`config.mk`:
```
export PLATFORM = sky130hd
export DESIGN_NAME = cobs_frame_receiver_crc16_top_flat
export DESIGN_NICKNAME = d
export VERILOG_FILES = /design/src/rtl/core/cfr_pkg.sv /design/src/rtl/core/cfr_if.sv /design/src/rtl/core/cfr_controller.sv /design/src/rtl/core/cfr_datapath.sv /design/src/rtl/core/cobs_frame_receiver_crc16_top.sv /design/src/flat_wrapper.sv
export VERILOG_INCLUDE_DIRS = /design/src /design/src/rtl/core
export SDC_FILE = /design/constraint.sdc
export NUM_CORES = 1
export LEC_CHECK = 0
export ABC_AREA = 1
export BUFFER_PORTS_ARGS = -buffer_cell sky130_fd_sc_hd__buf_2
export CAP_MARGIN = 20
export CORE_ASPECT_RATIO = 1.4
export CORE_MARGIN = 10
export CORE_UTILIZATION = 23
export DETAILED_ROUTE_END_ITERATION = 12
export SLEW_MARGIN = 20
export SYNTH_ARGS = -nofsm -noshare
export SYNTH_HDL_FRONTEND = slang
export SYNTH_SLANG_ARGS = --single-unit
```
`constraint.sdc`:
```
create_clock -name clk -period 7.99 [get_ports clk]
set_input_delay 1.1985 -clock clk [delete_from_list [all_inputs] [get_ports clk]]
set_output_delay 1.1985 -clock clk [all_outputs]
set_load 0.1 [all_outputs]
```
`src/rtl/core/cobs_frame_receiver_crc16_top_defines.svh`:
```
// Assertion macros shared by the frame receiver modules.
// Define NO_ASSERTIONS to compile them out.
`ifndef COBS_FRAME_RECEIVER_CRC16_TOP_DEFINES_SVH
`define COBS_FRAME_RECEIVER_CRC16_TOP_DEFINES_SVH

`ifndef NO_ASSERTIONS

// Check a property on every clock edge outside reset.
`define CFR_ASSERT(name, clock, resetn, prop) \
    name: assert property (@(posedge clock) disable iff (!resetn) (prop)) \
        else $error("frame receiver check failed");

// Check that a condition holds in the cycle after a trigger.
`define CFR_ASSERT_NEXT(name, clock, resetn, trig, cons) \
    name: assert property (@(posedge clock) disable iff (!resetn) (trig) |=> (cons)) \
        else $error("frame receiver check failed");

`else

`define CFR_ASSERT(name, clock, resetn, prop)
`define CFR_ASSERT_NEXT(name, clock, resetn, trig, cons)

`endif

`endif

```
`src/rtl/core/cfr_pkg.sv`:
```
package cfr_pkg;

    // Default frame store depth
    localparam int FRAME_BYTES_DEF = 64;

    // Frame layout
    localparam int HDR_BYTES   = 3;
    localparam int MIN_DECODED = 5;
    localparam int MAX_RESULTS = 63;

    // Result status codes
    localparam logic [1:0] STATUS_OK          = 2'd0;
    localparam logic [1:0] STATUS_MALFORMED   = 2'd1;
    localparam logic [1:0] STATUS_BAD_VERSION = 2'd2;
    localparam logic [1:0] STATUS_BAD_CRC     = 2'd3;

    // Configuration register indexes
    localparam logic [1:0] CFG_CRC_POLYNOMIAL   = 2'd0;
    localparam logic [1:0] CFG_CRC_INITIAL      = 2'd1;
    localparam logic [1:0] CFG_EXPECTED_VERSION = 2'd2;
    localparam logic [1:0] CFG_GAP_TIMEOUT_MS   = 2'd3;

    // Configuration reset values
    localparam logic [15:0] CRC_POLYNOMIAL_RST   = 16'h1021;
    localparam logic [15:0] CRC_INITIAL_RST      = 16'hFFFF;
    localparam logic [7:0]  EXPECTED_VERSION_RST = 8'd1;
    localparam logic [31:0] GAP_TIMEOUT_MS_RST   = 32'd100;

    localparam logic [15:0] CRC_MSB       = 16'h8000;
    localparam logic [7:0]  COBS_MAX_CODE = 8'hFF;

    // Controller to datapath commands
    typedef struct packed {
        logic       load;
        logic       step;
        logic       frame_clear;
        logic       crc_start;
        logic       crc_step;
        logic       emit_start;
        logic       emit_rd;
        logic       out_load_ok;
        logic       out_load_err;
        logic [1:0] err_code;
    } cfr_cmd_t;

    // Datapath to controller status
    typedef struct packed {
        logic byte_zero;
        logic frame_empty;
        logic malformed;
        logic version_bad;
        logic crc_done;
        logic crc_ok;
        logic last_result;
        logic out_free;
    } cfr_stat_t;

    // Advance an MSB-first CRC-16 by one byte
    function automatic logic [15:0] crc16_byte(input logic [15:0] crc_in,
                                               input logic [7:0]  data,
                                               input logic [15:0] poly);
        logic [15:0] c;
        c = crc_in ^ {data, 8'h00};
        for (int i = 0; i < 8; i++)
        begin
            if ((c & CRC_MSB) != 16'h0000)
            begin
                c = {c[14:0], 1'b0} ^ poly;
            end
            else
            begin
                c = {c[14:0], 1'b0};
            end
        end
        return c;
    endfunction

endpackage

```
`src/rtl/core/cfr_if.sv`:
```
// Input byte channel
interface cfr_byte_if;
    logic        valid;
    logic        ready;
    logic [7:0]  data_byte;
    logic [31:0] now_ms;

    modport source (output valid, output data_byte, output now_ms, input ready);
    modport sink (input valid, input data_byte, input now_ms, output ready);
endinterface

// Result channel
interface cfr_result_if;
    logic       valid;
    logic       ready;
    logic [1:0] status;
    logic [7:0] msg_id;
    logic [7:0] seq;
    logic [5:0] payload_count;
    logic [7:0] payload_byte;
    logic [5:0] payload_index;
    logic       last;

    modport source (output valid, output status, output msg_id, output seq,
                    output payload_count, output payload_byte, output payload_index,
                    output last, input ready);
    modport sink (input valid, input status, input msg_id, input seq,
                  input payload_count, input payload_byte, input payload_index,
                  input last, output ready);
endinterface

```
`src/rtl/core/cfr_controller.sv`:
```
`include "cobs_frame_receiver_crc16_top_defines.svh"

module cfr_controller (
    input  logic              clk,
    input  logic              rst_n,
    input  logic              in_valid,
    output logic              in_ready,
    input  cfr_pkg::cfr_stat_t st,
    output cfr_pkg::cfr_cmd_t  cmd
);

    typedef enum logic [2:0] {
        S_IDLE,
        S_PROC,
        S_CRC,
        S_ERR,
        S_EMIT_RD,
        S_EMIT_LD
    } state_t;

    state_t     state_reg;
    state_t     state_next;
    logic [1:0] err_code_reg;
    logic [1:0] err_code_next;

    // Hold state and error code
    always_ff @(posedge clk or negedge rst_n)
    begin
        if (!rst_n)
        begin
            state_reg    <= S_IDLE;
            err_code_reg <= cfr_pkg::STATUS_MALFORMED;
        end
        else
        begin
            state_reg    <= state_next;
            err_code_reg <= err_code_next;
        end
    end

    assign in_ready = (state_reg == S_IDLE);

    // Sequence one request through decode, check and emit
    always_comb
    begin
        cmd           = '0;
        state_next    = state_reg;
        err_code_next = err_code_reg;
        case (state_reg)
            S_IDLE:
            begin
                cmd.load = in_valid;
                if (in_valid)
                begin
                    state_next = S_PROC;
                end
            end
            S_PROC:
            begin
                if (!st.byte_zero)
                begin
                    cmd.step   = 1'b1;
                    state_next = S_IDLE;
                end
                else
                begin
                    cmd.frame_clear = 1'b1;
                    if (st.frame_empty)
                    begin
                        state_next = S_IDLE;
                    end
                    else if (st.malformed)
                    begin
                        err_code_next = cfr_pkg::STATUS_MALFORMED;
                        state_next    = S_ERR;
                    end
                    else if (st.version_bad)
                    begin
                        err_code_next = cfr_pkg::STATUS_BAD_VERSION;
                        state_next    = S_ERR;
                    end
                    else
                    begin
                        cmd.crc_start = 1'b1;
                        state_next    = S_CRC;
                    end
                end
            end
            S_CRC:
            begin
                cmd.crc_step = 1'b1;
                if (st.crc_done)
                begin
                    if (st.crc_ok)
                    begin
                        cmd.emit_start = 1'b1;
                        state_next     = S_EMIT_RD;
                    end
                    else
                    begin
                        err_code_next = cfr_pkg::STATUS_BAD_CRC;
                        state_next    = S_ERR;
                    end
                end
            end
            S_ERR:
            begin
                if (st.out_free)
                begin
                    cmd.out_load_err = 1'b1;
                    state_next       = S_IDLE;
                end
            end
            S_EMIT_RD:
            begin
                cmd.emit_rd = 1'b1;
                state_next  = S_EMIT_LD;
            end
            S_EMIT_LD:
            begin
                if (st.out_free)
                begin
                    cmd.out_load_ok = 1'b1;
                    state_next      = st.last_result ? S_IDLE : S_EMIT_RD;
                end
            end
            default:
            begin
                state_next = S_IDLE;
            end
        endcase
        cmd.err_code = err_code_reg;
    end

    `CFR_ASSERT(a_load_when_free, clk, rst_n, (cmd.out_load_ok || cmd.out_load_err) |-> st.out_free)
    `CFR_ASSERT_NEXT(a_accept_to_proc, clk, rst_n, cmd.load, state_reg == S_PROC)
    `CFR_ASSERT(a_crc_on_delim, clk, rst_n, cmd.crc_start |-> (st.byte_zero && !st.frame_empty))

endmodule

```
`src/rtl/core/cfr_datapath.sv`:
```
`include "cobs_frame_receiver_crc16_top_defines.svh"

module cfr_datapath #(
    parameter int FRAME_BYTES = cfr_pkg::FRAME_BYTES_DEF
) (
    input  logic              clk,
    input  logic              rst_n,
    input  logic              cfg_write,
    input  logic [1:0]        cfg_index,
    input  logic [31:0]       cfg_data,
    input  logic [7:0]        data_byte,
    input  logic [31:0]       now_ms,
    input  logic              res_ready,
    input  cfr_pkg::cfr_cmd_t  cmd,
    output cfr_pkg::cfr_stat_t st,
    output logic              res_valid,
    output logic [1:0]        res_status,
    output logic [7:0]        res_msg_id,
    output logic [7:0]        res_seq,
    output logic [5:0]        res_payload_count,
    output logic [7:0]        res_payload_byte,
    output logic [5:0]        res_payload_index,
    output logic              res_last
);

    localparam int CW = $clog2(FRAME_BYTES + 1);
    localparam int AW = $clog2(FRAME_BYTES);
    localparam int EW = (CW > 7) ? CW : 7;

    // Configuration registers
    logic [15:0] crc_poly_reg;
    logic [15:0] crc_init_reg;
    logic [7:0]  version_reg;
    logic [31:0] gap_timeout_reg;

    // Input capture
    logic [7:0]  byte_reg;
    logic        hit_reg;
    logic [31:0] last_time_reg;
    logic [31:0] gap;

    // Streaming decoder state
    logic [CW-1:0] fill_reg, fill_next;
    logic [CW-1:0] wr_reg, wr_next;
    logic [7:0]    rem_reg, rem_next;
    logic          ovf_reg, ovf_next;
    logic          prev_ff_reg, prev_ff_next;
    logic [CW-1:0] eff_fill, eff_wr;
    logic [7:0]    eff_rem;
    logic          eff_ovf;

    // Decoded store write side
    logic          mem_we;
    logic [7:0]    mem_wdata;
    logic [AW-1:0] mem_waddr;
    logic [7:0]    dec_mem [FRAME_BYTES];

    // Header and trailer window
    logic [7:0] hdr0_reg, hdr1_reg, hdr2_reg;
    logic [7:0] win1_reg, win2_reg;

    // Check and emit state
    logic [CW-1:0] body_reg;
    logic [CW-1:0] ptr_reg;
    logic          rd_vld_reg;
    logic [7:0]    rd_data_reg;
    logic          rd_en;
    logic          crc_rd;
    logic [AW-1:0] rd_addr;
    logic [EW-1:0] emit_addr;
    logic [15:0]   crc_reg;
    logic [5:0]    k_reg;
    logic [EW-1:0] plen_e;
    logic          plen_zero;
    logic [5:0]    plen_sat;
    logic [5:0]    nres;
    logic          out_valid_reg;

    // Write configuration
    always_ff @(posedge clk or negedge rst_n)
    begin
        if (!rst_n)
        begin
            crc_poly_reg    <= cfr_pkg::CRC_POLYNOMIAL_RST;
            crc_init_reg    <= cfr_pkg::CRC_INITIAL_RST;
            version_reg     <= cfr_pkg::EXPECTED_VERSION_RST;
            gap_timeout_reg <= cfr_pkg::GAP_TIMEOUT_MS_RST;
        end
        else if (cfg_write)
        begin
            case (cfg_index)
                cfr_pkg::CFG_CRC_POLYNOMIAL:   crc_poly_reg    <= cfg_data[15:0];
                cfr_pkg::CFG_CRC_INITIAL:      crc_init_reg    <= cfg_data[15:0];
                cfr_pkg::CFG_EXPECTED_VERSION: version_reg     <= cfg_data[7:0];
                cfr_pkg::CFG_GAP_TIMEOUT_MS:   gap_timeout_reg <= cfg_data;
                default:                       crc_poly_reg    <= crc_poly_reg;
            endcase
        end
    end

    // Capture request and evaluate inter-byte gap
    assign gap = now_ms - last_time_reg;

    always_ff @(posedge clk or negedge rst_n)
    begin
        if (!rst_n)
        begin
            last_time_reg <= '0;
            hit_reg       <= 1'b0;
        end
        else if (cmd.load)
        begin
            last_time_reg <= now_ms;
            hit_reg       <= (gap > gap_timeout_reg);
        end
    end

    always_ff @(posedge clk)
    begin
        if (cmd.load)
        begin
            byte_reg <= data_byte;
        end
    end

    // Drop the partial frame on timeout
    assign eff_fill = hit_reg ? '0 : fill_reg;
    assign eff_wr   = hit_reg ? '0 : wr_reg;
    assign eff_rem  = hit_reg ? 8'd0 : rem_reg;
    assign eff_ovf  = hit_reg ? 1'b0 : ovf_reg;

    assign mem_waddr = eff_wr[AW-1:0];

    // Decode one stored byte: code bytes open a group, data bytes copy through
    always_comb
    begin
        fill_next    = fill_reg;
        wr_next      = wr_reg;
        rem_next     = rem_reg;
        ovf_next     = ovf_reg;
        prev_ff_next = prev_ff_reg;
        mem_we       = 1'b0;
        mem_wdata    = byte_reg;
        if (cmd.frame_clear)
        begin
            fill_next    = '0;
            wr_next      = '0;
            rem_next     = 8'd0;
            ovf_next     = 1'b0;
            prev_ff_next = 1'b0;
        end
        else if (cmd.step)
        begin
            fill_next = eff_fill;
            wr_next   = eff_wr;
            rem_next  = eff_rem;
            ovf_next  = eff_ovf;
            if (eff_fill != CW'(FRAME_BYTES))
            begin
                fill_next = eff_fill + CW'(1);
                if (eff_rem == 8'd0)
                begin
                    rem_next     = byte_reg - 8'd1;
                    prev_ff_next = (byte_reg == cfr_pkg::COBS_MAX_CODE);
                    if ((eff_fill != '0) && !prev_ff_reg)
                    begin
                        mem_we    = 1'b1;
                        mem_wdata = 8'd0;
                    end
                end
                else
                begin
                    rem_next = eff_rem - 8'd1;
                    mem_we   = 1'b1;
                end
                if (mem_we)
                begin
                    wr_next = eff_wr + CW'(1);
                end
            end
            else
            begin
                ovf_next = 1'b1;
            end
        end
    end

    always_ff @(posedge clk or negedge rst_n)
    begin
        if (!rst_n)
        begin
            fill_reg    <= '0;
            wr_reg      <= '0;
            rem_reg     <= 8'd0;
            ovf_reg     <= 1'b0;
            prev_ff_reg <= 1'b0;
        end
        else
        begin
            fill_reg    <= fill_next;
            wr_reg      <= wr_next;
            rem_reg     <= rem_next;
            ovf_reg     <= ovf_next;
            prev_ff_reg <= prev_ff_next;
        end
    end

    // Keep the header bytes and the last two decoded bytes
    always_ff @(posedge clk)
    begin
        if (mem_we)
        begin
            if (eff_wr == CW'(0))
            begin
                hdr0_reg <= mem_wdata;
            end
            if (eff_wr == CW'(1))
            begin
                hdr1_reg <= mem_wdata;
            end
            if (eff_wr == CW'(2))
            begin
                hdr2_reg <= mem_wdata;
            end
            win2_reg <= win1_reg;
            win1_reg <= mem_wdata;
        end
    end

    // Decoded store: one write, one registered read
    assign crc_rd    = cmd.crc_step && (ptr_reg < body_reg);
    assign rd_en     = crc_rd || cmd.emit_rd;
    assign emit_addr = EW'(k_reg) + EW'(cfr_pkg::HDR_BYTES);
    assign rd_addr   = cmd.crc_step ? ptr_reg[AW-1:0] : emit_addr[AW-1:0];

    always_ff @(posedge clk)
    begin
        if (mem_we)
        begin
            dec_mem[mem_waddr] <= mem_wdata;
        end
        if (rd_en)
        begin
            rd_data_reg <= dec_mem[rd_addr];
        end
    end

    // Sweep the frame body through the CRC
    always_ff @(posedge clk or negedge rst_n)
    begin
        if (!rst_n)
        begin
            body_reg   <= '0;
            ptr_reg    <= '0;
            rd_vld_reg <= 1'b0;
            k_reg      <= 6'd0;
        end
        else
        begin
            if (cmd.frame_clear)
            begin
                body_reg <= wr_reg - CW'(2);
            end
            if (cmd.crc_start)
            begin
                ptr_reg    <= '0;
                rd_vld_reg <= 1'b0;
            end
            else
            begin
                rd_vld_reg <= crc_rd;
                if (crc_rd)
                begin
                    ptr_reg <= ptr_reg + CW'(1);
                end
            end
            if (cmd.emit_start)
            begin
                k_reg <= 6'd0;
            end
            else if (cmd.out_load_ok)
            begin
                k_reg <= k_reg + 6'd1;
            end
        end
    end

    always_ff @(posedge clk)
    begin
        if (cmd.crc_start)
        begin
            crc_reg <= crc_init_reg;
        end
        else if (cmd.crc_step && rd_vld_reg)
        begin
            crc_reg <= cfr_pkg::crc16_byte(crc_reg, rd_data_reg, crc_poly_reg);
        end
    end

    // Payload length and result count
    assign plen_e    = EW'(body_reg) - EW'(cfr_pkg::HDR_BYTES);
    assign plen_zero = (plen_e == '0);
    assign plen_sat  = (plen_e > EW'(cfr_pkg::MAX_RESULTS)) ? 6'(cfr_pkg::MAX_RESULTS)
                                                            : plen_e[5:0];
    assign nres      = plen_zero ? 6'd1 : plen_sat;

    // Status to controller
    always_comb
    begin
        st             = '0;
        st.byte_zero   = (byte_reg == 8'd0);
        st.frame_empty = (eff_fill == '0);
        st.malformed   = eff_ovf || (eff_rem != 8'd0) || (eff_wr < CW'(cfr_pkg::MIN_DECODED));
        st.version_bad = (hdr0_reg != version_reg);
        st.crc_done    = (ptr_reg == body_reg) && !rd_vld_reg;
        st.crc_ok      = (crc_reg == {win1_reg, win2_reg});
        st.last_result = ((k_reg + 6'd1) == nres);
        st.out_free    = !out_valid_reg || res_ready;
    end

    // Output register
    always_ff @(posedge clk or negedge rst_n)
    begin
        if (!rst_n)
        begin
            out_valid_reg <= 1'b0;
        end
        else if (cmd.out_load_ok || cmd.out_load_err)
        begin
            out_valid_reg <= 1'b1;
        end
        else if (res_ready)
        begin
            out_valid_reg <= 1'b0;
        end
    end

    always_ff @(posedge clk)
    begin
        if (cmd.out_load_ok)
        begin
            res_status        <= cfr_pkg::STATUS_OK;
            res_msg_id        <= hdr1_reg;
            res_seq           <= hdr2_reg;
            res_payload_count <= plen_sat;
            res_payload_byte  <= plen_zero ? 8'd0 : rd_data_reg;
            res_payload_index <= k_reg;
            res_last          <= st.last_result;
        end
        else if (cmd.out_load_err)
        begin
            res_status        <= cmd.err_code;
            res_msg_id        <= 8'd0;
            res_seq           <= 8'd0;
            res_payload_count <= 6'd0;
            res_payload_byte  <= 8'd0;
            res_payload_index <= 6'd0;
            res_last          <= 1'b1;
        end
    end

    assign res_valid = out_valid_reg;

    `CFR_ASSERT(a_fill_bound, clk, rst_n, fill_reg <= CW'(FRAME_BYTES))
    `CFR_ASSERT(a_decode_lag, clk, rst_n, (fill_reg != '0) |-> (wr_reg < fill_reg))
    `CFR_ASSERT(a_sweep_bound, clk, rst_n, cmd.crc_step |-> (ptr_reg <= body_reg))

endmodule

```
`src/rtl/core/cobs_frame_receiver_crc16_top.sv`:
```
// Non-delimiter byte: accept, then decode step; no result.
// Delimiter: accept, then check; for a good frame a CRC sweep of the body
// (one decoded byte per cycle) and per result a store read, then a load once the output is free.
// An error status loads after the check or the sweep once the output is free; the
// next byte is taken while the last result still sits in the output register.
// Reset (rst_n low, asynchronous) clears control state and loads register defaults.
module cobs_frame_receiver_crc16_top #(
    parameter int FRAME_BYTES = cfr_pkg::FRAME_BYTES_DEF
) (
    input  logic          clk,
    input  logic          rst_n,
    cfr_byte_if.sink      byte_ch,
    cfr_result_if.source  result_ch,
    input  logic          cfg_write,
    input  logic [1:0]    cfg_index,
    input  logic [31:0]   cfg_data
);

    cfr_pkg::cfr_cmd_t  cmd;
    cfr_pkg::cfr_stat_t st;
    logic               in_ready;

    assign byte_ch.ready = in_ready;

    // Sequence requests
    cfr_controller u_ctrl (
        .clk      (clk),
        .rst_n    (rst_n),
        .in_valid (byte_ch.valid),
        .in_ready (in_ready),
        .st       (st),
        .cmd      (cmd)
    );

    // Decode, check and emit
    cfr_datapath #(
        .FRAME_BYTES (FRAME_BYTES)
    ) u_dp (
        .clk               (clk),
        .rst_n             (rst_n),
        .cfg_write         (cfg_write),
        .cfg_index         (cfg_index),
        .cfg_data          (cfg_data),
        .data_byte         (byte_ch.data_byte),
        .now_ms            (byte_ch.now_ms),
        .res_ready         (result_ch.ready),
        .cmd               (cmd),
        .st                (st),
        .res_valid         (result_ch.valid),
        .res_status        (result_ch.status),
        .res_msg_id        (result_ch.msg_id),
        .res_seq           (result_ch.seq),
        .res_payload_count (result_ch.payload_count),
        .res_payload_byte  (result_ch.payload_byte),
        .res_payload_index (result_ch.payload_index),
        .res_last          (result_ch.last)
    );

endmodule
```
`src/flat_wrapper.sv`:
```
// flat-port wrapper written by rule: the top's interface ports become plain ports
module cobs_frame_receiver_crc16_top_flat 
#(
    parameter int FRAME_BYTES = cfr_pkg::FRAME_BYTES_DEF
)
  (clk, rst_n, cfg_write, cfg_index, cfg_data, byte_ch_valid, byte_ch_data_byte, byte_ch_now_ms, byte_ch_ready, result_ch_valid, result_ch_status, result_ch_msg_id, result_ch_seq, result_ch_payload_count, result_ch_payload_byte, result_ch_payload_index, result_ch_last, result_ch_ready);
  cfr_byte_if byte_ch_i ();
  cfr_result_if result_ch_i ();
  input  logic clk;
  input  logic rst_n;
  input  logic cfg_write;
  input  logic [1:0] cfg_index;
  input  logic [31:0] cfg_data;
  input wire logic [$bits(byte_ch_i.valid)-1:0] byte_ch_valid;
  input wire logic [$bits(byte_ch_i.data_byte)-1:0] byte_ch_data_byte;
  input wire logic [$bits(byte_ch_i.now_ms)-1:0] byte_ch_now_ms;
  output wire logic [$bits(byte_ch_i.ready)-1:0] byte_ch_ready;
  output wire logic [$bits(result_ch_i.valid)-1:0] result_ch_valid;
  output wire logic [$bits(result_ch_i.status)-1:0] result_ch_status;
  output wire logic [$bits(result_ch_i.msg_id)-1:0] result_ch_msg_id;
  output wire logic [$bits(result_ch_i.seq)-1:0] result_ch_seq;
  output wire logic [$bits(result_ch_i.payload_count)-1:0] result_ch_payload_count;
  output wire logic [$bits(result_ch_i.payload_byte)-1:0] result_ch_payload_byte;
  output wire logic [$bits(result_ch_i.payload_index)-1:0] result_ch_payload_index;
  output wire logic [$bits(result_ch_i.last)-1:0] result_ch_last;
  input wire logic [$bits(result_ch_i.ready)-1:0] result_ch_ready;
  assign byte_ch_i.valid = byte_ch_valid;
  assign byte_ch_i.data_byte = byte_ch_data_byte;
  assign byte_ch_i.now_ms = byte_ch_now_ms;
  assign byte_ch_ready = byte_ch_i.ready;
  assign result_ch_valid = result_ch_i.valid;
  assign result_ch_status = result_ch_i.status;
  assign result_ch_msg_id = result_ch_i.msg_id;
  assign result_ch_seq = result_ch_i.seq;
  assign result_ch_payload_count = result_ch_i.payload_count;
  assign result_ch_payload_byte = result_ch_i.payload_byte;
  assign result_ch_payload_index = result_ch_i.payload_index;
  assign result_ch_last = result_ch_i.last;
  assign result_ch_i.ready = result_ch_ready;
  cobs_frame_receiver_crc16_top #(.FRAME_BYTES(FRAME_BYTES)) u_core (.clk(clk), .rst_n(rst_n), .byte_ch(byte_ch_i), .result_ch(result_ch_i), .cfg_write(cfg_write), .cfg_index(cfg_index), .cfg_data(cfg_data));
endmodule
```
==> impl_summary.txt, run 1 <==
----------------------------------------------------
[Floorplanning]
  Starting Density ... 0.231
  Overall die width ... 358 µm
  Number of placed I/O pins ... 120
  Floorplan die area ... 0.176 mm²
  Standard-cell row count ... 173
  Vertical die dimension ... 493 µm
  Area of the core ... 0.159 mm²

[STA]
  Share of the clock period used by the worst path after layout ... 0.713
  Setup Skew ... 0.0435 ns
  Count of final setup violators ... 0
  Min cycle time layout ... 5.70 ns
  Setup repair after global routing missed its margin ... false
  Relative slew margins ... 0.309
  Setup TNS ... 0 ns
  Total count of max-transition violations in the final report ... 0
  Slew at the pin closest to its max-slew limit ... 1.04 ns
  Final Hold Vio Count ... 0
  Worst hold margin ... 0.468 ns
  Max frequency ... 0.175 GHz

[Global routing]
  Wire length of the first global-routing pass ... 154000 µm
  Total congestion overflow ... 0
  Overall track demand over capacity in global routing ... 0.111
  Via count of the first global-routing pass ... 26000
  Pin count of the biggest net entering global routing ... 215
  Antenna violations before repair ... 2

[Worst hold path]
  Worst min-delay path class ... flip-flop to flip-flop
  Hold depth ... 0
  Worst hold start ... u_core.u_dp.win1_reg[1]
  Endpoint, Worst Hold ... u_core.u_dp.win2_reg[1]

[Drt]
  Ratio of routed vias to standard cells ... 4.52
  Number of DRC markers in iteration 0 ... 1972
  Detail-routed net length per standard cell ... 17.2 µm
  Final routed wirelength across all metal layers ... 100000 µm
  DR DRC count ... 0
  Total via count after detailed routing ... 26300
  First-pass iteration count of the detailed router ... 5
  Post-route ant nets ... 0

[Clocking]
  Total number of H-tree levels ... 3
  Number of gates given a new drive strength after cts ... 0
  Clock-pin slew on the worst setup and hold paths ... 0.07 ns
  CTS root buffer ... sky130_fd_sc_hd__clkbuf_16
  Hold Buf Count CTS ... 0
  Source-to-sink clock delay at the later pin of the worst-skew pair ... 0.68 ns
  CTS Buf Count ... 72
  TritonCTS clock tree ... done
  Maximum number of buffers from clock root to sink ... 3
  Post-CTS setup-driven buffer insertion count ... 0
  Clock sinks ... 779

[Finish]
  Post-layout instance area ... 0.0420 mm²
  Most common cell after layout, fill and taps aside ... sky130_fd_sc_hd__edfxtp_1
  Area grow syn2layout ... 14.5%
  Filler cell count ... 16600
  Fraction of final layout cells with drive strength greater than 1 ... 0.0893
  Number of nets in the layout ... 3827
  Util after Layout ... 0.265
  Max FFs per register ... 512
  Most frequent cells in the layout ... 621 x sky130_fd_sc_hd__edfxtp_1, 530 x sky130_fd_sc_hd__nand2_1, 481 x sky130_fd_sc_hd__nor2_1, 414 x sky130_fd_sc_hd__o21ai_0, 351 x sky130_fd_sc_hd__inv_1

[Critical path]
  FF-to-FF path depth ... 13
  Kind of start point of the critical path ... flip-flop
  Worst path required time ... 8.28 ns
  Worst endpoint data arrival time ... 5.99 ns
  Largest fanout on the critical path ... 23
  Critical register-to-register path startpoint ... u_core.u_dp.hit_reg
  Category of the worst setup path capture point ... flip-flop
  Type of the worst setup path ... flip-flop to flip-flop
  Register-to-register setup slack ... 2.29 ns
  First element of the critical path ... u_core.u_dp.hit_reg
  End of the worst register-to-register path ... u_core.u_dp.dec_mem[49][1]

[Outcome]
  Outcome ... completed

[Synthesis]
  Primary flip-flop cell chosen by synthesis mapping ... sky130_fd_sc_hd__edfxtp_1
  Post-synth design cell area ... 0.0367 mm²
  Post-synth cell types ... 52
  Top cells by area in the synthesized netlist ... sky130_fd_sc_hd__edfxtp_1 51%, sky130_fd_sc_hd__dfrtp_1 9.0%, sky130_fd_sc_hd__o21ai_0 5.7%, sky130_fd_sc_hd__nand2_1 5.4%, sky130_fd_sc_hd__nor2_1 5.0%
  Syn Inst Count ... 3609
  Post-synth top area cell ... sky130_fd_sc_hd__edfxtp_1
  Synth Area per Inst ... 10.2 µm²
  Number of warnings reported in the yosys synthesis log ... 0
  Synthesized netlist net count ... 3773
  Share of the synthesized area in the top cell type ... 0.508
  Sequential element share of the synthesized area ... 0.616
  Register bit count reported by yosys ... 779
  Number of enable-type register cells in the synthesized netlist ... 621
  Share of async-settable or async-resettable flops after synthesis ... 0.200

[Run]
  Max-cap violation count ... 0

[Placed design]
  Final weighted congestion of routability-driven global placement ... 0.879
  Half-perimeter wire length of the detailed placement result ... 67200 µm
  DP Area ... 0.0396 mm²
  Count of buffers inserted at the top-level ports ... 119

[Pwr]
  Leakage power ... 0.0158 µW
  Total power draw ... 12100 µW
  Worst IR Drop VDD ... 155 µV
  Power per unit of standard cell area ... 288 mW/mm²

----------------------------------------------------
## cells in the mapped netlist, drive strengths merged (2+ instances only)
| cell | n |
|---|---|
| nor3b | 3 |
| nand2 | 542 |
| a211oi | 2 |
| dfstp | 24 |
| a31oi | 6 |
| a221oi | 2 |
| inv | 363 |
| or2 | 3 |
| nand4 | 18 |
| nand3b | 2 |
| a21oi | 83 |
| clkbuf | 153 |
| o21a | 7 |
| dfxtp | 2 |
| nor3 | 33 |
| o21ai | 428 |
| buf | 23 |
| o211ai | 68 |
| a2111oi | 3 |
| ha | 84 |
| a21o | 2 |
| clkinv | 4 |
| and3 | 4 |
| or4 | 3 |
| nand3 | 215 |
| dfrtp | 132 |
| xnor2 | 35 |
| o221ai | 67 |
| a21boi | 2 |
| edfxtp | 621 |
| xor2 | 75 |
| o21bai | 3 |
| nor2 | 493 |
| and2 | 2 |
| nor4 | 12 |
| o22ai | 84 |
## critical path, cell delays in order (launching register included)
cell                      delay (ns)
sky130_fd_sc_hd__dfrtp_1        0.69
sky130_fd_sc_hd__nor2_1         0.33
sky130_fd_sc_hd__inv_1          0.08
sky130_fd_sc_hd__ha_1           0.18
sky130_fd_sc_hd__nor3b_1        0.13
sky130_fd_sc_hd__inv_1          0.07
sky130_fd_sc_hd__nor3_1         0.07
sky130_fd_sc_hd__nor2_1         0.10
sky130_fd_sc_hd__inv_1          0.07
sky130_fd_sc_hd__a21oi_1        0.58
sky130_fd_sc_hd__inv_1          0.26
sky130_fd_sc_hd__nor2_2         0.85
sky130_fd_sc_hd__nand4_1        1.03
sky130_fd_sc_hd__nor2_1         0.88
## routing by layer
metal | up-vias | GRT usage | share of wire
met3 | 197 | 0.0170 | 0.052
met5 | - | 0 | 0
met2 | 786 | 0.198 | 0.51
li1 | 12600 | - | -
met4 | 0 | 0.0496 | 0.042
met1 | 12700 | 0.130 | 0.40
## power by group
part / leakage (µW) / total (µW) / switching (µW) / internal, µW
clock network: 0.00116 / 3560 / 1570 / 1990
logic: 0.00711 / 3330 / 2310 / 1020
registers: 0.00754 / 5190 / 203 / 4980
total: 0.0158 / 12100 / 4090 / 7990
## worst max-delay path by stage
stage | cells after the start | to | slack [ns]
4_1_cts | 13 | u_core.u_dp.dec_mem[49][1] | 2.39
5_1_grt | 13 | u_core.u_dp.dec_mem[25][7] | 2.00
2_1_floorplan | 25 | u_core.u_dp.hit_reg | 3.29
3_5_place_dp | 13 | u_core.u_dp.dec_mem[49][1] | 2.40
3_3_place_gp | 26 | u_core.u_dp.hit_reg | 2.47
6_report | 13 | u_core.u_dp.dec_mem[49][1] | 2.29
## area by class of cell
cell class / count / area (µm²) / share of cell area
timing repair buffer: 156 / 900 / 0.0214
clock inverter: 31 / 375 / 0.00894
clock buffer: 99 / 2020 / 0.0480
antenna: 1 / 2.50 / 0.0000596
multi-input combinational: 2287 / 12100 / 0.288
inverter: 367 / 1380 / 0.0329
sequential: 779 / 22600 / 0.539
tap: 2100 / 2630 / 0.0626
## through the flow
stage | std cells | setup slack (ns)
after global placement | 5688 | 2.47
after detailed placement | 5688 | 2.40
after global routing | 5820 | 2.00
final | 5820 | 2.29
after CTS | 5818 | 2.39
after floorplan | 3609 | 3.29
## kinds of logic after synthesis
| logic type | after synthesis | synth area share |
|---|---|---|
| xor gates and xnor gates | 110 | 0.0263 |
| AOI/OAI and AO/OA | 759 | 0.120 |
| buffers and inverters | 543 | 0.0573 |
| adders and majority gates | 85 | 0.0292 |
| and+or+nand+nor | 1333 | 0.151 |
| DFF | 779 | 0.616 |
Note: power is estimated with default switching activity, not from simulation.
==> run 2: changes to the inputs <==
==> constraint.sdc (replaced) <==
create_clock -name clk -period 5.1 [get_ports clk]
set_input_delay 0.765 -clock clk [delete_from_list [all_inputs] [get_ports clk]]
set_output_delay 0.765 -clock clk [all_outputs]
set_load 0.1 [all_outputs]
==> run 2 against run 1 <==
Effect of this change: sequential share of layout area fell by 0.52 points; critical endpoint is now u_core.u_dp.hit_reg; die area stayed put; utilization increased by 0.26 points; setup slack got worse by 1.7 ns; flip-flop and latch count stayed put; clock skew rose by 0.0032 ns; register-to-register slack worse by 1.7 ns; design area is 0.97% higher; count of clock-buffer cells in the layout shrank 6; sequential power rose by 56%; non-clock buffer count rose by 35; clock power increased by 56%.
==> impl_summary.txt, run 2 (synthesis results as in run 1) <==
----------------------------------------------------
[STA]
  Min cycle time layout ... 4.47 ns (was 5.70 ns)
  Total count of max-transition violations in the final report ... 0 (unchanged)
  Slew at the pin closest to its max-slew limit ... 1.08 ns (was 1.04 ns)
  Setup repair after global routing missed its margin ... false (unchanged)
  Share of the clock period used by the worst path after layout ... 0.876 (was 0.713)
  Setup TNS ... 0 ns (unchanged)
  Relative slew margins ... 0.282 (was 0.309)
  Final Hold Vio Count ... 0 (unchanged)
  Setup Skew ... 0.0467 ns (was 0.0435 ns)
  Count of final setup violators ... 0 (unchanged)
  Max frequency ... 0.224 GHz (was 0.175 GHz)

[Clocking]
  Number of gates given a new drive strength after cts ... 0 (unchanged)
  CTS Buf Count ... 71 (was 72)
  Post-CTS setup-driven buffer insertion count ... 0 (unchanged)
  CTS root buffer ... sky130_fd_sc_hd__clkbuf_16 (unchanged)
  Hold Buf Count CTS ... 0 (unchanged)
  Maximum number of buffers from clock root to sink ... 3 (unchanged)
  TritonCTS clock tree ... done (unchanged)
  Clock-pin slew on the worst setup and hold paths ... 0.07 ns (about the same)
  Clock sinks ... 779 (unchanged)
  Total number of H-tree levels ... 3 (unchanged)
  Source-to-sink clock delay at the later pin of the worst-skew pair ... 0.68 ns (about the same)

[Critical path]
  Register-to-register setup slack ... 0.63 ns (was 2.29 ns)
  Worst path required time ... 5.68 ns (was 8.28 ns)
  Critical register-to-register path startpoint ... u_core.u_dp.last_time_reg[2] (was u_core.u_dp.hit_reg)
  FF-to-FF path depth ... 23 (was 13)
  Crit-path max cell delay ... 0.39 ns (was 1.03 ns)
  Category of the worst setup path capture point ... flip-flop (unchanged)
  Cell-by-cell listing of the critical path ... inv_1 -> ha_1 -> nand3_1 -> nand2_1 -> a21boi_0 -> o21bai_1 -> a21oi_1 -> o21ai_0 -> a31oi_1 -> o21ai_0 -> a21oi_1 -> o21ai_0 -> a21oi_1 -> xnor2_1 -> ha_1 -> nand2_1 -> nor3_1 -> inv_1 -> nor4_1 -> nand2_1 -> a22oi_1 -> nand2_1 -> o21ai_0 (was nor2_1 -> inv_1 -> ha_1 -> nor3b_1 -> inv_1 -> nor3_1 -> nor2_1 -> inv_1 -> a21oi_1 -> inv_1 -> nor2_2 -> nand4_1 -> nor2_1)
  Library cell contributing the largest single delay on the critical path ... sky130_fd_sc_hd__o21ai_0 (was sky130_fd_sc_hd__nand4_1)
  Type of the worst setup path ... flip-flop to flip-flop (unchanged)
  Largest fanout on the critical path ... 5 (was 23)
  Kind of start point of the critical path ... flip-flop (unchanged)
  End of the worst register-to-register path ... u_core.u_dp.hit_reg (was u_core.u_dp.dec_mem[49][1])
  Worst endpoint data arrival time ... 5.04 ns (was 5.99 ns)

[Finish]
  Post-layout instance area ... 0.0424 mm² (was 0.0420 mm²)
  Fraction of final layout cells with drive strength greater than 1 ... 0.0983 (was 0.0893)
  Non-filler cells in the finished layout ... 5855 (was 5820)
  Max FFs per register ... 512 (unchanged)
  Number of nets in the layout ... 3861 (was 3827)
  Most common cell after layout, fill and taps aside ... sky130_fd_sc_hd__edfxtp_1 (unchanged)
  Most frequent cells in the layout ... 621 x sky130_fd_sc_hd__edfxtp_1, 530 x sky130_fd_sc_hd__nand2_1, 481 x sky130_fd_sc_hd__nor2_1, 414 x sky130_fd_sc_hd__o21ai_0, 350 x sky130_fd_sc_hd__inv_1 (was 621 x sky130_fd_sc_hd__edfxtp_1, 530 x sky130_fd_sc_hd__nand2_1, 481 x sky130_fd_sc_hd__nor2_1, 414 x sky130_fd_sc_hd__o21ai_0, 351 x sky130_fd_sc_hd__inv_1)
  Filler cell count ... 16600 (about the same)
  Area grow syn2layout ... 15.6% (was 14.5%)

[Drt]
  Ratio of routed vias to standard cells ... 4.52 (about the same)
  Post-route ant nets ... 0 (unchanged)
  Met2 routed wirelength ... 51100 µm (was 50800 µm)
  Met3 wirelength from detailed routing ... 5510 µm (was 5240 µm)
  Total via count after detailed routing ... 26400 (was 26300)
  DR DRC count ... 0 (unchanged)
  First-pass iteration count of the detailed router ... 5 (unchanged)
  Number of DRC markers in iteration 0 ... 1941 (was 1972)
  Detail-routed net length per standard cell ... 17.3 µm (was 17.2 µm)
  Post-route met1 wirelength ... 40500 µm (was 40000 µm)
  Uppermost signal routing layer after detailed routing ... met4 (unchanged)
  Final routed wirelength across all metal layers ... 101000 µm (was 100000 µm)

[Floorplanning]
  Area of the core ... 0.159 mm² (unchanged)
  Standard-cell row count ... 173 (unchanged)
  Floorplan die area ... 0.176 mm² (unchanged)
  Number of placed I/O pins ... 120 (unchanged)
  Vertical die dimension ... 493 µm (unchanged)
  Starting Density ... 0.231 (unchanged)
  Overall die width ... 358 µm (unchanged)

[Global routing]
  Total congestion overflow ... 0 (unchanged)
  Pin count of the biggest net entering global routing ... 207 (was 215)
  Wire length of the first global-routing pass ... 155000 µm (was 154000 µm)
  Overall track demand over capacity in global routing ... 0.112 (was 0.111)
  Via count of the first global-routing pass ... 25900 (was 26000)
  Antenna violations before repair ... 2 (unchanged)

[Placed design]
  Count of buffers inserted at the top-level ports ... 119 (unchanged)
  Half-perimeter wire length of the detailed placement result ... 67000 µm (was 67200 µm)
  Final weighted congestion of routability-driven global placement ... 0.865 (was 0.879)
  DP Cell Count ... 5724 (was 5688)
  DP Area ... 0.0400 mm² (was 0.0396 mm²)

[Worst hold path]
  Worst min-delay path class ... input port to asynchronous set/reset pin (was flip-flop to flip-flop)

[Pwr]
  Leakage power ... 0.0160 µW (was 0.0158 µW)
  Worst IR Drop VDD ... 265 µV (was 155 µV)
  Power per unit of standard cell area ... 447 mW/mm² (was 288 mW/mm²)

[Outcome]
  Outcome ... completed (unchanged)

[Run]
  Max-cap violation count ... 0 (unchanged)

----------------------------------------------------
-- run 2: through the flow --
step | setup slack, ns | utilization | hold slack [ns] | power, µW
2_1_floorplan | 0.837 | - | 0.448 | 11900
3_3_place_gp | 0.154 | 0.252 | 0.453 | 13400
3_5_place_dp | 0.137 | 0.252 | 0.461 | 13500
4_1_cts | 0.656 | 0.267 | 0.262 | 19100
5_1_grt | 0.0584 | 0.267 | 0.249 | 20100
6_report | 0.633 | 0.267 | 0.144 | 19000
-- run 2: worst max-delay path, delay by kind of cell, from the launching register on --
kind | cells | cell delay (ns)
AND/OR/NAND/NOR | 7 | 0.88
adder cells (fa/ha/maj) | 2 | 0.67
AO/OA/AOI/OAI | 11 | 2.23
XOR/XNOR | 1 | 0.16
flip-flops | 1 | 0.33
buffers and inverters | 2 | 0.13
-- run 2: worst max-delay path by stage --
stage,start,to,slack [ns],depth (start not counted)
after global placement,byte_ch_now_ms[2],u_core.u_dp.hit_reg,0.15,24
after global routing,u_core.u_dp.last_time_reg[2],u_core.u_dp.hit_reg,0.06,23
final,u_core.u_dp.last_time_reg[2],u_core.u_dp.hit_reg,0.63,23
after floorplan,byte_ch_now_ms[0],u_core.u_dp.hit_reg,0.84,25
after CTS,u_core.u_dp.last_time_reg[2],u_core.u_dp.hit_reg,0.66,24
after detailed placement,byte_ch_now_ms[0],u_core.u_dp.hit_reg,0.14,26
-- run 2: layout make-up --
type,count,area (µm²),share of cell area
flip-flops and latches,779,22600,0.533
diodes,1,2.50,0.0000590
clock buffers,93,1890,0.0445
repair buffers,191,1280,0.0302
inverters,367,1390,0.0327
multi-input cells,2287,12100,0.285
well taps,2100,2630,0.0619
clock inverters,37,523,0.0123
-- run 2: power by group --
part	leakage (µW)	internal, µW	switching, µW
logic	0.00734	1690	3630
clock network	0.00115	3040	2500
registers	0.00754	7800	297
-- run 2: metal layers --
| layer | vias to the layer above | track usage |
|---|---|---|
| met5 | - | 0 |
| met4 | 0 | 0.0496 |
| met3 | 195 | 0.0171 |
| met2 | 794 | 0.198 |
| met1 | 12800 | 0.132 |
| li1 | 12700 | - |
